<file path="src/rtl/event_trace_ring_with_dump_top_assert.svh">
// ----------------------------------------------------------------------------
// event trace ring assertion macros
// shared property shapes for the trace ring checks
// ----------------------------------------------------------------------------
`ifndef EVENT_TRACE_RING_WITH_DUMP_TOP_ASSERT_SVH
`define EVENT_TRACE_RING_WITH_DUMP_TOP_ASSERT_SVH

// same-cycle implication, clocked on clk, off during rst
`define ETRD_ASSERT_IMPLY(label, ante, cons) \
  label: assert property (@(posedge clk) disable iff (rst) (ante) |-> (cons)) \
    else $error("etrd same-cycle check failed");

// next-cycle implication, clocked on clk, off during rst
`define ETRD_ASSERT_NEXT(label, ante, cons) \
  label: assert property (@(posedge clk) disable iff (rst) (ante) |=> (cons)) \
    else $error("etrd next-cycle check failed");

`endif

</file>
<file path="src/rtl/etrd_pkg.sv">
// ----------------------------------------------------------------------------
// etrd_pkg
// types, codes and the character conversion of the event trace ring
// ----------------------------------------------------------------------------
package etrd_pkg;

  typedef enum logic {
    OP_RECORD = 1'b0,
    OP_REPORT = 1'b1
  } op_t;

  typedef struct packed {
    op_t        op;
    logic [7:0] machine_state;
    logic [7:0] event_code;
  } in_word_t;

  typedef struct packed {
    logic [7:0] state_char;
    logic [7:0] event_char;
    logic       last;
  } out_word_t;

  // command handed from front to back
  typedef struct packed {
    logic       report;
    logic [7:0] machine_state;
    logic [7:0] event_code;
  } cmd_t;

  // back status seen by the top level
  typedef struct packed {
    logic dumping;
    logic rd_valid;
  } back_stat_t;

  typedef enum logic {
    BK_IDLE = 1'b0,
    BK_DUMP = 1'b1
  } back_state_t;

  localparam int unsigned QUEUE_DEPTH = 4;
  localparam int unsigned QPTR_W      = 2;

  localparam logic [7:0] SUPPRESS_RESET = 8'h03;
  localparam logic [7:0] CHAR_STAR      = 8'h2A;
  localparam logic [7:0] DIGIT_MAX      = 8'd9;
  localparam logic [7:0] DIGIT_OFS      = 8'h30;
  localparam logic [7:0] ALPHA_OFS      = 8'h37;

  // signed view: negative bytes count as digits
  function automatic logic [7:0] to_char(input logic [7:0] b);
    logic is_digit;
    is_digit = (b <= DIGIT_MAX) || b[7];
    return is_digit ? (b + DIGIT_OFS) : (b + ALPHA_OFS);
  endfunction

endpackage

</file>
<file path="src/rtl/etrd_front.sv">
// ----------------------------------------------------------------------------
// etrd_front
// accepts words, applies repeat suppression, holds the config register
// ----------------------------------------------------------------------------
module etrd_front (
  input  logic              clk,
  input  logic              rst,
  input  logic              in_valid,
  output logic              in_ready,
  input  etrd_pkg::in_word_t in_data,
  input  logic              cfg_valid,
  output logic              cfg_ready,
  input  logic [7:0]        cfg_data,
  input  logic              q_full,
  output logic              q_push,
  output etrd_pkg::cmd_t    q_cmd
);
  import etrd_pkg::*;

  logic [7:0] previous_event;
  logic [7:0] suppress_code;
  logic       accept;
  logic       is_record;
  logic       suppressed;

  assign cfg_ready  = 1'b1;
  assign in_ready   = !q_full;
  assign accept     = in_valid && in_ready;
  assign is_record  = (in_data.op == OP_RECORD);
  assign suppressed = is_record && (in_data.event_code == suppress_code)
                      && (previous_event == suppress_code);
  assign q_push     = accept && !suppressed;

  always_comb begin
    q_cmd.report        = (in_data.op == OP_REPORT);
    q_cmd.machine_state = in_data.machine_state;
    q_cmd.event_code    = in_data.event_code;
  end

  always_ff @(posedge clk) begin
    if (rst) begin
      previous_event <= 8'd0;
      suppress_code  <= SUPPRESS_RESET;
    end else begin
      if (accept && is_record) begin
        previous_event <= in_data.event_code;
      end
      if (cfg_valid && cfg_ready) begin
        suppress_code <= cfg_data;
      end
    end
  end

endmodule

</file>
<file path="src/rtl/etrd_queue.sv">
// ----------------------------------------------------------------------------
// etrd_queue
// short command queue between front and back
// ----------------------------------------------------------------------------
module etrd_queue (
  input  logic           clk,
  input  logic           rst,
  input  logic           push,
  input  etrd_pkg::cmd_t push_cmd,
  output logic           full,
  output logic           valid,
  input  logic           pop,
  output etrd_pkg::cmd_t pop_cmd
);
  import etrd_pkg::*;

  cmd_t              entries [QUEUE_DEPTH];
  logic [QPTR_W-1:0] wr_ptr;
  logic [QPTR_W-1:0] rd_ptr;
  logic [QPTR_W:0]   count;
  logic              do_push;
  logic              do_pop;

  assign full    = (count == (QPTR_W+1)'(QUEUE_DEPTH));
  assign valid   = (count != '0);
  assign do_push = push && !full;
  assign do_pop  = pop && valid;
  assign pop_cmd = entries[rd_ptr];

  always_ff @(posedge clk) begin
    if (do_push) begin
      entries[wr_ptr] <= push_cmd;
    end
  end

  always_ff @(posedge clk) begin
    if (rst) begin
      wr_ptr <= '0;
      rd_ptr <= '0;
      count  <= '0;
    end else begin
      if (do_push) begin
        wr_ptr <= wr_ptr + 1'b1;
      end
      if (do_pop) begin
        rd_ptr <= rd_ptr + 1'b1;
      end
      case ({do_push, do_pop})
        2'b10:   count <= count + 1'b1;
        2'b01:   count <= count - 1'b1;
        default: count <= count;
      endcase
    end
  end

endmodule

</file>
<file path="src/rtl/etrd_back.sv">
// ----------------------------------------------------------------------------
// etrd_back
// ring memory, record writes and the dump sequencer with output register
// ----------------------------------------------------------------------------
module etrd_back #(
  parameter int unsigned PAIR_SLOTS = 64
) (
  input  logic                clk,
  input  logic                rst,
  input  logic                q_valid,
  input  etrd_pkg::cmd_t      q_cmd,
  output logic                q_pop,
  output logic                out_valid,
  input  logic                out_ready,
  output etrd_pkg::out_word_t out_data,
  output etrd_pkg::back_stat_t stat
);
  import etrd_pkg::*;

  localparam int unsigned SLOT_W = (PAIR_SLOTS > 1) ? $clog2(PAIR_SLOTS) : 1;
  localparam logic [SLOT_W-1:0] LAST_SLOT = SLOT_W'(PAIR_SLOTS - 1);

  logic [15:0]       mem [PAIR_SLOTS];
  back_state_t       state;
  back_state_t       state_next;
  logic [SLOT_W-1:0] write_slot;
  logic              has_wrapped;
  logic [SLOT_W-1:0] k;
  logic [SLOT_W-1:0] rd_addr;
  logic [15:0]       ram_q;
  logic              rd_valid;
  logic              rd_filled;
  logic              rd_last;
  logic              issue;
  logic              out_load;
  logic              is_last_issue;

  assign out_load      = rd_valid && (!out_valid || out_ready);
  assign is_last_issue = (k == LAST_SLOT);
  assign stat.dumping  = (state == BK_DUMP);
  assign stat.rd_valid = rd_valid;

  always_ff @(posedge clk) begin
    if (rst) begin
      state <= BK_IDLE;
    end else begin
      state <= state_next;
    end
  end

  always_comb begin
    state_next = state;
    q_pop      = 1'b0;
    issue      = 1'b0;
    case (state)
      BK_IDLE: begin
        q_pop = q_valid;
        if (q_valid && q_cmd.report) begin
          state_next = BK_DUMP;
        end
      end
      BK_DUMP: begin
        issue = !rd_valid || out_load;
        if (issue && is_last_issue) begin
          state_next = BK_IDLE;
        end
      end
      default: begin
        state_next = BK_IDLE;
      end
    endcase
  end

  // record writes
  always_ff @(posedge clk) begin
    if (q_pop && !q_cmd.report) begin
      mem[write_slot] <= {q_cmd.machine_state, q_cmd.event_code};
    end
  end

  // dump read port, registered
  always_ff @(posedge clk) begin
    if (issue) begin
      ram_q <= mem[rd_addr];
    end
  end

  always_ff @(posedge clk) begin
    if (rst) begin
      write_slot  <= '0;
      has_wrapped <= 1'b0;
      k           <= '0;
      rd_addr     <= '0;
      rd_valid    <= 1'b0;
      rd_filled   <= 1'b0;
      rd_last     <= 1'b0;
      out_valid   <= 1'b0;
    end else begin
      if (q_pop && !q_cmd.report) begin
        if (write_slot == LAST_SLOT) begin
          write_slot  <= '0;
          has_wrapped <= 1'b1;
        end else begin
          write_slot <= write_slot + 1'b1;
        end
      end
      if (q_pop && q_cmd.report) begin
        k       <= '0;
        rd_addr <= has_wrapped ? write_slot : '0;
      end
      if (issue) begin
        rd_filled <= has_wrapped || (k < write_slot);
        rd_last   <= is_last_issue;
        k         <= k + 1'b1;
        rd_addr   <= (rd_addr == LAST_SLOT) ? '0 : rd_addr + 1'b1;
        rd_valid  <= 1'b1;
      end else if (out_load) begin
        rd_valid <= 1'b0;
      end
      if (out_load) begin
        out_valid <= 1'b1;
      end else if (out_ready) begin
        out_valid <= 1'b0;
      end
    end
  end

  always_ff @(posedge clk) begin
    if (out_load) begin
      out_data.state_char <= rd_filled ? to_char(ram_q[15:8]) : CHAR_STAR;
      out_data.event_char <= rd_filled ? to_char(ram_q[7:0]) : CHAR_STAR;
      out_data.last       <= rd_last;
    end
  end

endmodule

</file>
<file path="src/rtl/event_trace_ring_with_dump_top.sv">
// ----------------------------------------------------------------------------
// event_trace_ring_with_dump_top
// event trace ring with full dump in printable characters
// ----------------------------------------------------------------------------
// usage: in_valid/in_ready carry one word {op, machine_state, event_code}.
// a record word (op 0) stores the pair into the ring unless both it and the
// previous event equal suppress_code; it produces no output word. a report
// word (op 1) drains PAIR_SLOTS output words on out_valid/out_ready, oldest
// pair first, empty slots as '*','*', last set on the final word.
// cfg_valid/cfg_ready write suppress_code; cfg_ready is always high, write
// it only while the block is idle.
// throughput: one record word per cycle, buffered by the 4-entry command queue
// until it is full; a report occupies the back end for PAIR_SLOTS ring reads,
// one per cycle from the single memory read port while the output is not stalled.
// each dump word passes the ring read register and then the output register.
// reset: ring empty, not wrapped, previous event 0, suppress_code 3.
// a stalled receiver holds the output word; the dump pauses, the queue fills
// and in_ready drops once it is full.
// ----------------------------------------------------------------------------
module event_trace_ring_with_dump_top #(
  parameter int unsigned PAIR_SLOTS = 64
) (
  input  logic                clk,
  input  logic                rst,
  input  logic                in_valid,
  output logic                in_ready,
  input  etrd_pkg::in_word_t  in_data,
  output logic                out_valid,
  input  logic                out_ready,
  output etrd_pkg::out_word_t out_data,
  input  logic                cfg_valid,
  output logic                cfg_ready,
  input  logic [7:0]          cfg_data
);
  import etrd_pkg::*;

  `include "event_trace_ring_with_dump_top_assert.svh"

  // front to queue
  logic       q_push;
  cmd_t       q_push_cmd;
  logic       q_full;
  // queue to back
  logic       q_valid;
  logic       q_pop;
  cmd_t       q_pop_cmd;
  back_stat_t b_stat;

  // front: handshake, suppression and config register
  etrd_front u_front (
    .clk       (clk),
    .rst       (rst),
    .in_valid  (in_valid),
    .in_ready  (in_ready),
    .in_data   (in_data),
    .cfg_valid (cfg_valid),
    .cfg_ready (cfg_ready),
    .cfg_data  (cfg_data),
    .q_full    (q_full),
    .q_push    (q_push),
    .q_cmd     (q_push_cmd)
  );

  // decouples record intake from a long dump
  etrd_queue u_queue (
    .clk      (clk),
    .rst      (rst),
    .push     (q_push),
    .push_cmd (q_push_cmd),
    .full     (q_full),
    .valid    (q_valid),
    .pop      (q_pop),
    .pop_cmd  (q_pop_cmd)
  );

  // back: ring memory, write pointer, wrap flag and dump sequencer
  etrd_back #(
    .PAIR_SLOTS (PAIR_SLOTS)
  ) u_back (
    .clk       (clk),
    .rst       (rst),
    .q_valid   (q_valid),
    .q_cmd     (q_pop_cmd),
    .q_pop     (q_pop),
    .out_valid (out_valid),
    .out_ready (out_ready),
    .out_data  (out_data),
    .stat      (b_stat)
  );

  // the front never pushes into a full queue
  `ETRD_ASSERT_IMPLY(a_no_overflow, q_push, !q_full)
  // a report taken from the queue starts the dump next cycle
  `ETRD_ASSERT_NEXT(a_report_starts, q_pop && q_pop_cmd.report, b_stat.dumping)
  // after a non-final word another word is still on its way
  `ETRD_ASSERT_NEXT(a_word_follows, out_valid && out_ready && !out_data.last,
                    out_valid || b_stat.rd_valid || b_stat.dumping)

endmodule

</file>
<file path="config.mk">
export PLATFORM = sky130hd
export DESIGN_NAME = event_trace_ring_with_dump_top
export DESIGN_NICKNAME = d
export VERILOG_FILES = /design/src/rtl/etrd_pkg.sv /design/src/rtl/etrd_front.sv /design/src/rtl/etrd_queue.sv /design/src/rtl/etrd_back.sv /design/src/rtl/event_trace_ring_with_dump_top.sv
export VERILOG_INCLUDE_DIRS = /design/src /design/src/rtl
export SDC_FILE = /design/constraint.sdc
export NUM_CORES = 1
export LEC_CHECK = 0
export ABC_AREA = 0
export BUFFER_PORTS_ARGS = -buffer_cell sky130_fd_sc_hd__buf_2
export CAP_MARGIN = 10
export CELL_PAD_IN_SITES_DETAIL_PLACEMENT = 0
export CELL_PAD_IN_SITES_GLOBAL_PLACEMENT = 1
export CORE_MARGIN = 2
export CORE_UTILIZATION = 25
export DETAILED_ROUTE_END_ITERATION = 10
export PLACE_DENSITY_LB_ADDON = 0.1
export SLEW_MARGIN = 10
export SYNTH_ARGS = -nofsm -noshare
export SYNTH_HDL_FRONTEND = slang
export SYNTH_SLANG_ARGS = --single-unit
</file>
<file path="constraint.sdc">
create_clock -name clk -period 3.6 [get_ports clk]
set_input_delay 0.18 -clock clk [delete_from_list [all_inputs] [get_ports clk]]
set_output_delay 0.18 -clock clk [all_outputs]
set_load 0.005 [all_outputs]
</file>
-- After elaboration in Yosys (flattened, before gate mapping)
Memory sizes are Yosys's and may differ from the RTL's. A register that Yosys moved wholly into a read port is not among the register bits.
Cells that the tools add are included.
- memories: 2
- word-level logic and storage cells: 96
- bits of input ports: 30
- register bits: 64
- RAM bits: 1092
- output and inout port bits: 20
- reductions and logical operators: 28
- magnitude comparators: 3
- multiplexer cells: 25
- add/sub/neg operators: 11
- bitwise operators: 2
- equal/unequal tests: 8
- memory list (name ; depth ; bits a word ; rd ports ; clocked after Yosys merged registers in ; wr ports ; line ; text):
    u_back.mem ; 64 ; 16 ; 1 ; 1 ; 1 ; etrd_back.sv:23 ; logic [15:0] mem [PAIR_SLOTS];
    u_queue.entries ; 4 ; 17 ; 1 ; 1 ; 1 ; etrd_queue.sv:17 ; cmd_t entries [QUEUE_DEPTH];
- operators with widths (kind ; number):
    6-bit two-way mux ; 7
    8-bit by 6-bit adder with 8-bit output, second input constant ; 4
    6-bit by 1-bit adder with 6-bit output, second input constant ; 3
    6-bit equality test, second input constant ; 3
    8-bit equality test ; 2
    8-bit by 4-bit <= comparator with 1-bit output, second input constant ; 2
    8-bit two-way mux ; 2
    1-bit logical AND ; 12
    1-bit two-way mux ; 12
    2-bit nonzero test ; 4
    6-bit < comparator ; 1
    3-bit case mux with 2 select lines ; 1
    1-bit zero test ; 5
    1-bit logical OR ; 5
    2-bit by 1-bit adder with 2-bit output, second input constant ; 2
    2-bit two-way mux ; 2
    3-bit by 1-bit adder with 3-bit output, second input constant ; 1
    3-bit equality test, second input constant ; 1
    3-bit nonzero test ; 1
    3-bit by 1-bit subtractor with 3-bit output, second input constant ; 1
    2-bit by 1-bit equality test with 1-bit output, second input constant ; 1
    2-bit equality test, second input constant ; 1
    1-bit inverter ; 2
    1-bit case mux with 2 select lines ; 1
    2-bit AND reduction ; 1

-- Longest topological paths before layout
- word-level depth: 8
- gate-level depth with buffers: 11
- mapped depth without buffers: 11

-- Cells and area by module
A second synthesis with hierarchy kept.
- cells, all modules: 2284
- area total of the unflattened synthesis: 45846.5 um^2
- modules (own cells, without submodules) (module ; area an instance (um^2) ; cells an instance ; times used ; sequential area each (um^2)):
    etrd_back ; 42027.8 ; 2047 ; 1 ; 32220.9
    etrd_queue ; 2967.8 ; 141 ; 1 ; 2222.1
    etrd_front ; 850.8 ; 96 ; 1 ; 320.3

-- Worst setup path before layout
No wires, ideal clock.
- kind: reg-to-reg
- start: register with a tool-made name
- end: memory u_back.mem[59][0] (enable)
- setup slack: 0.808 ns
- arrival: 2.403 ns
- cell stages (with the launch flop): 6
- clock period less this slack: 2.792 ns
- library setup time: 0.389 ns
- data required time: 3.211 ns
- path buffers: 1
- path through: dfxtp_1 > buf_6 > mux4_2 > nor4_1 > nand3_1 > nor2_1
- RTL lines (what ; line):
    to (decl) ; etrd_back.sv:23

==> flow_metrics.tcl <==
set metrics [dict create \
    status "finished clean" \
    synth_nets 2244 \
    drt-initial-drc-count 1751 \
    cts.clk_slew.worst_paths_ns 0.06 \
    final_max_slew_viol_count 0 \
    worstPathArrival_ns 3.31 \
    post_route_cells_drive_above_1_share_pct 27.4 \
    end_kind "register" \
    cts_made_buffers 139 \
    synthAdderAreaFrac_pct 0.566 \
    grt_pass1_vias 23700 \
    synth_compound_area_share_pct 2.57 \
    rows 156 \
    die_y_um 431 \
    nets 2533 \
    fin_crit_ns 2.90 \
    dpl.cell_count 4676 \
    io_pins 50 \
    synth_edf_count 1125 \
    final_area_mm2 0.0544 \
    dp_hpwl_um 79200 \
    cts_sinks 1174 \
    areaGrowthSynthToFinish_pct 19.6 \
    ys_warn_count 0 \
    cell_internal_pwr_mw 27.7 \
    clock-root-buffer "clkbuf_16" \
    sw_frac_of_total_pct 28.0 \
    max_freq_mhz 345 \
    p_leak_nw 16.7 \
    dr.pass1.iters 5 \
    max-slew-margin-rel_pct 17.0 \
    ys_seq_area_share_pct 76.3 \
    peakVddDrop_uv 360 \
    cpMaxStageDelayCell "nand3_1" \
    path_cells "mux4_2, nor3_4, nand3_1, nor2_1, buf_4" \
    avgRoutedWirePerCell_um 26.2 \
    critPathKind "reg2reg" \
    numPortBuffers 48 \
    reg2reg_to "u_back.mem[54][4]" \
    post_cts_resize_count 0 \
    fin_util_pct 30.1 \
    grt_usage_pct 14.1 \
    htree_levels 4 \
    critPathTopFamily "simple AND/OR/NAND/NOR gates" \
    ys.flop_type "edfxtp_1" \
    drt-total-wl_um 130000 \
    p_per_area_mw_per_mm2 706 \
    cp.depth 5 \
    cpPeakStageDelay_ns 0.62 \
    clk_latency_ns 0.77 \
    synth_cells 2194 \
    globalRoute.totalOverflow 0 \
    ys_ff_latch 1174 \
    fill_cells 17500 \
    mostFrequentLayoutCells "edfxtp_1 (1,125), mux4_2 (270), buf_4 (160)" \
    via_count 22300 \
    finClkSkew_ns 0.0332 \
    hp-class "in2reg" \
    fp.coreArea_mm2 0.181 \
    worstMarginPinSlew_ns 1.25 \
    cts_setup_buffers 0 \
    start_util_pct 25.2 \
    reg2regPathDepth 5 \
    hold_path.startpoint "rst" \
    antenna_found_initial 11 \
    hold_ws_ns 0.0931 \
    die_area_mm2 0.186 \
    setup_viol 0 \
    post-route-period-util_pct 80.4 \
    reg2reg_slack_ns 0.70 \
    pwr-share-clk_pct 35.1 \
    fin_tns_setup_ns 0 \
    cts_tree "yes" \
    maxCapViolations 0 \
    synth_area_mm2 0.0455 \
    syn_avg_cell_area_um2 20.8 \
    p_sw_mw 10.8 \
    dpl-instance-area_mm2 0.0497 \
    endpoint "u_back.mem[54][4]" \
    synth_xor_area_share_pct 0.308 \
    worstSetupStartpointType "register" \
    ant_nets 0 \
    path_max_fanout 16 \
    rsz0062_at_grt "false" \
    synth_mux_area_share_pct 15.7 \
    critPathBufInv 1 \
    clk_path_buf_depth 3 \
    drcViolationCount 0 \
    async_reset_ff_share_pct 0 \
    gp_congestion 0.724 \
    grt_pass1_wl_um 184000 \
    die_x_um 431 \
    synth_cell_types 60 \
    cp.required_ns 4.01 \
    hold_viol 0 \
    final_common_cell "edfxtp_1" \
    combPwrFrac_pct 19.8 \
    synth_top_family_by_area "multiplexers" \
    grt_max_degree 66 \
    power_frac_seq_pct 45.0 \
    vias_per_cell 4.49 \
    fin_cells 4963 \
    cts_hold_buf 35 \
    synthSimpleGateAreaFrac_pct 3.06 \
]
-- synth_stat cells, types with 6 or more instances --
cell	instances	area, um^2
a21oi_1	17	85.1
ha_1	19	238
nor3_1	15	75.1
inv_1	27	101
dfxtp_1	49	981
mux2i_1	98	981
and2_1	14	87.6
buf_4	19	143
buf_2	36	180
nand2b_1	6	37.5
edfxtp_1	1125	33800
nand2_1	57	214
o22ai_1	23	144
xnor2_1	11	96.3
mux4_2	266	5990
and3_1	11	68.8
nor2b_1	11	68.8
and4_1	6	52.6
buf_1	12	45.0
o21ai_0	36	180
nor2_1	138	518
nand3_1	23	115
a22oi_1	35	263
clkbuf_1	38	143
a221oi_1	12	105
a211oi_1	16	120
-- metrics by stage --
stage                     power, mW  worst slack [ns]
after floorplan                22.0             0.808
after global placement         25.4             0.645
after detailed placement       25.5             0.664
after CTS                      39.2             0.651
after global routing           40.2             0.498
final                          38.4             0.704
-- how the worst min path moves through the flow --
stage	to	cells past startpoint	slack, ns
2_1_floorplan	u_queue.entries[0][0]	0	0.28
3_3_place_gp	u_queue.entries[2][8]	1	0.39
3_5_place_dp	u_front.suppress_code[1]	2	0.41
4_1_cts	u_back.write_slot[2]	2	0.04
5_1_grt	u_front.suppress_code[7]	2	0.1
6_report	u_front.suppress_code[7]	2	0.09
-- area by class of cell --
cell class              instances  area [um^2]  area share [%]
flip-flops and latches       1174        34800            63.9
multi-input cells             882        10100            18.6
clock buffers                 167         3660            6.72
well taps                    2370         2970            5.45
repair buffers                259         2110            3.88
clock inverters                83          708            1.30
inverters                      27          101           0.186
diodes                          1         2.50         0.00460
-- state kept, by name, summed over array words and instances, names as in the netlist, 8 cells and up, named ones only --
register	cells
u_back.mem	1024
u_queue.entries	68
u_back.out_data	17
u_back.ram_q	16
u_front.previous_event	8
u_front.suppress_code	8
-- power groups by stage --
| stage | registers (mW) | clock network (mW) | logic (mW) |
|---|---|---|---|
| floorplan | 17.4 | 0 | 4.54 |
| global placement | 17.6 | 0 | 7.80 |
| detailed placement | 17.6 | 0 | 7.91 |
| CTS | 17.3 | 13.9 | 7.96 |
| global route | 17.3 | 14.5 | 8.36 |
| finish | 17.3 | 13.5 | 7.62 |
-- cell families after synthesis --
| kind of cell | Yosys count |
|---|---|
| flip-flops | 1174 |
| AND/OR/NAND/NOR | 301 |
| adder cells (fa/ha/maj) | 20 |
| AO/OA/AOI/OAI | 171 |
| XOR/XNOR | 16 |
| multiplexers | 373 |
| buffers and inverters | 138 |
| other | 1 |
-- routing by layer --
layer | vias up | routed length [um] | GRT usage, %
li1 | 9673 | - | -
met4 | 0 | 2520 | 3.66
met3 | 157 | 4680 | 2.30
met2 | 437 | 64800 | 23.9
met1 | 12000 | 58000 | 18.7
met5 | - | 0 | 0
No activity file was read; power rests on OpenSTA's default activity.
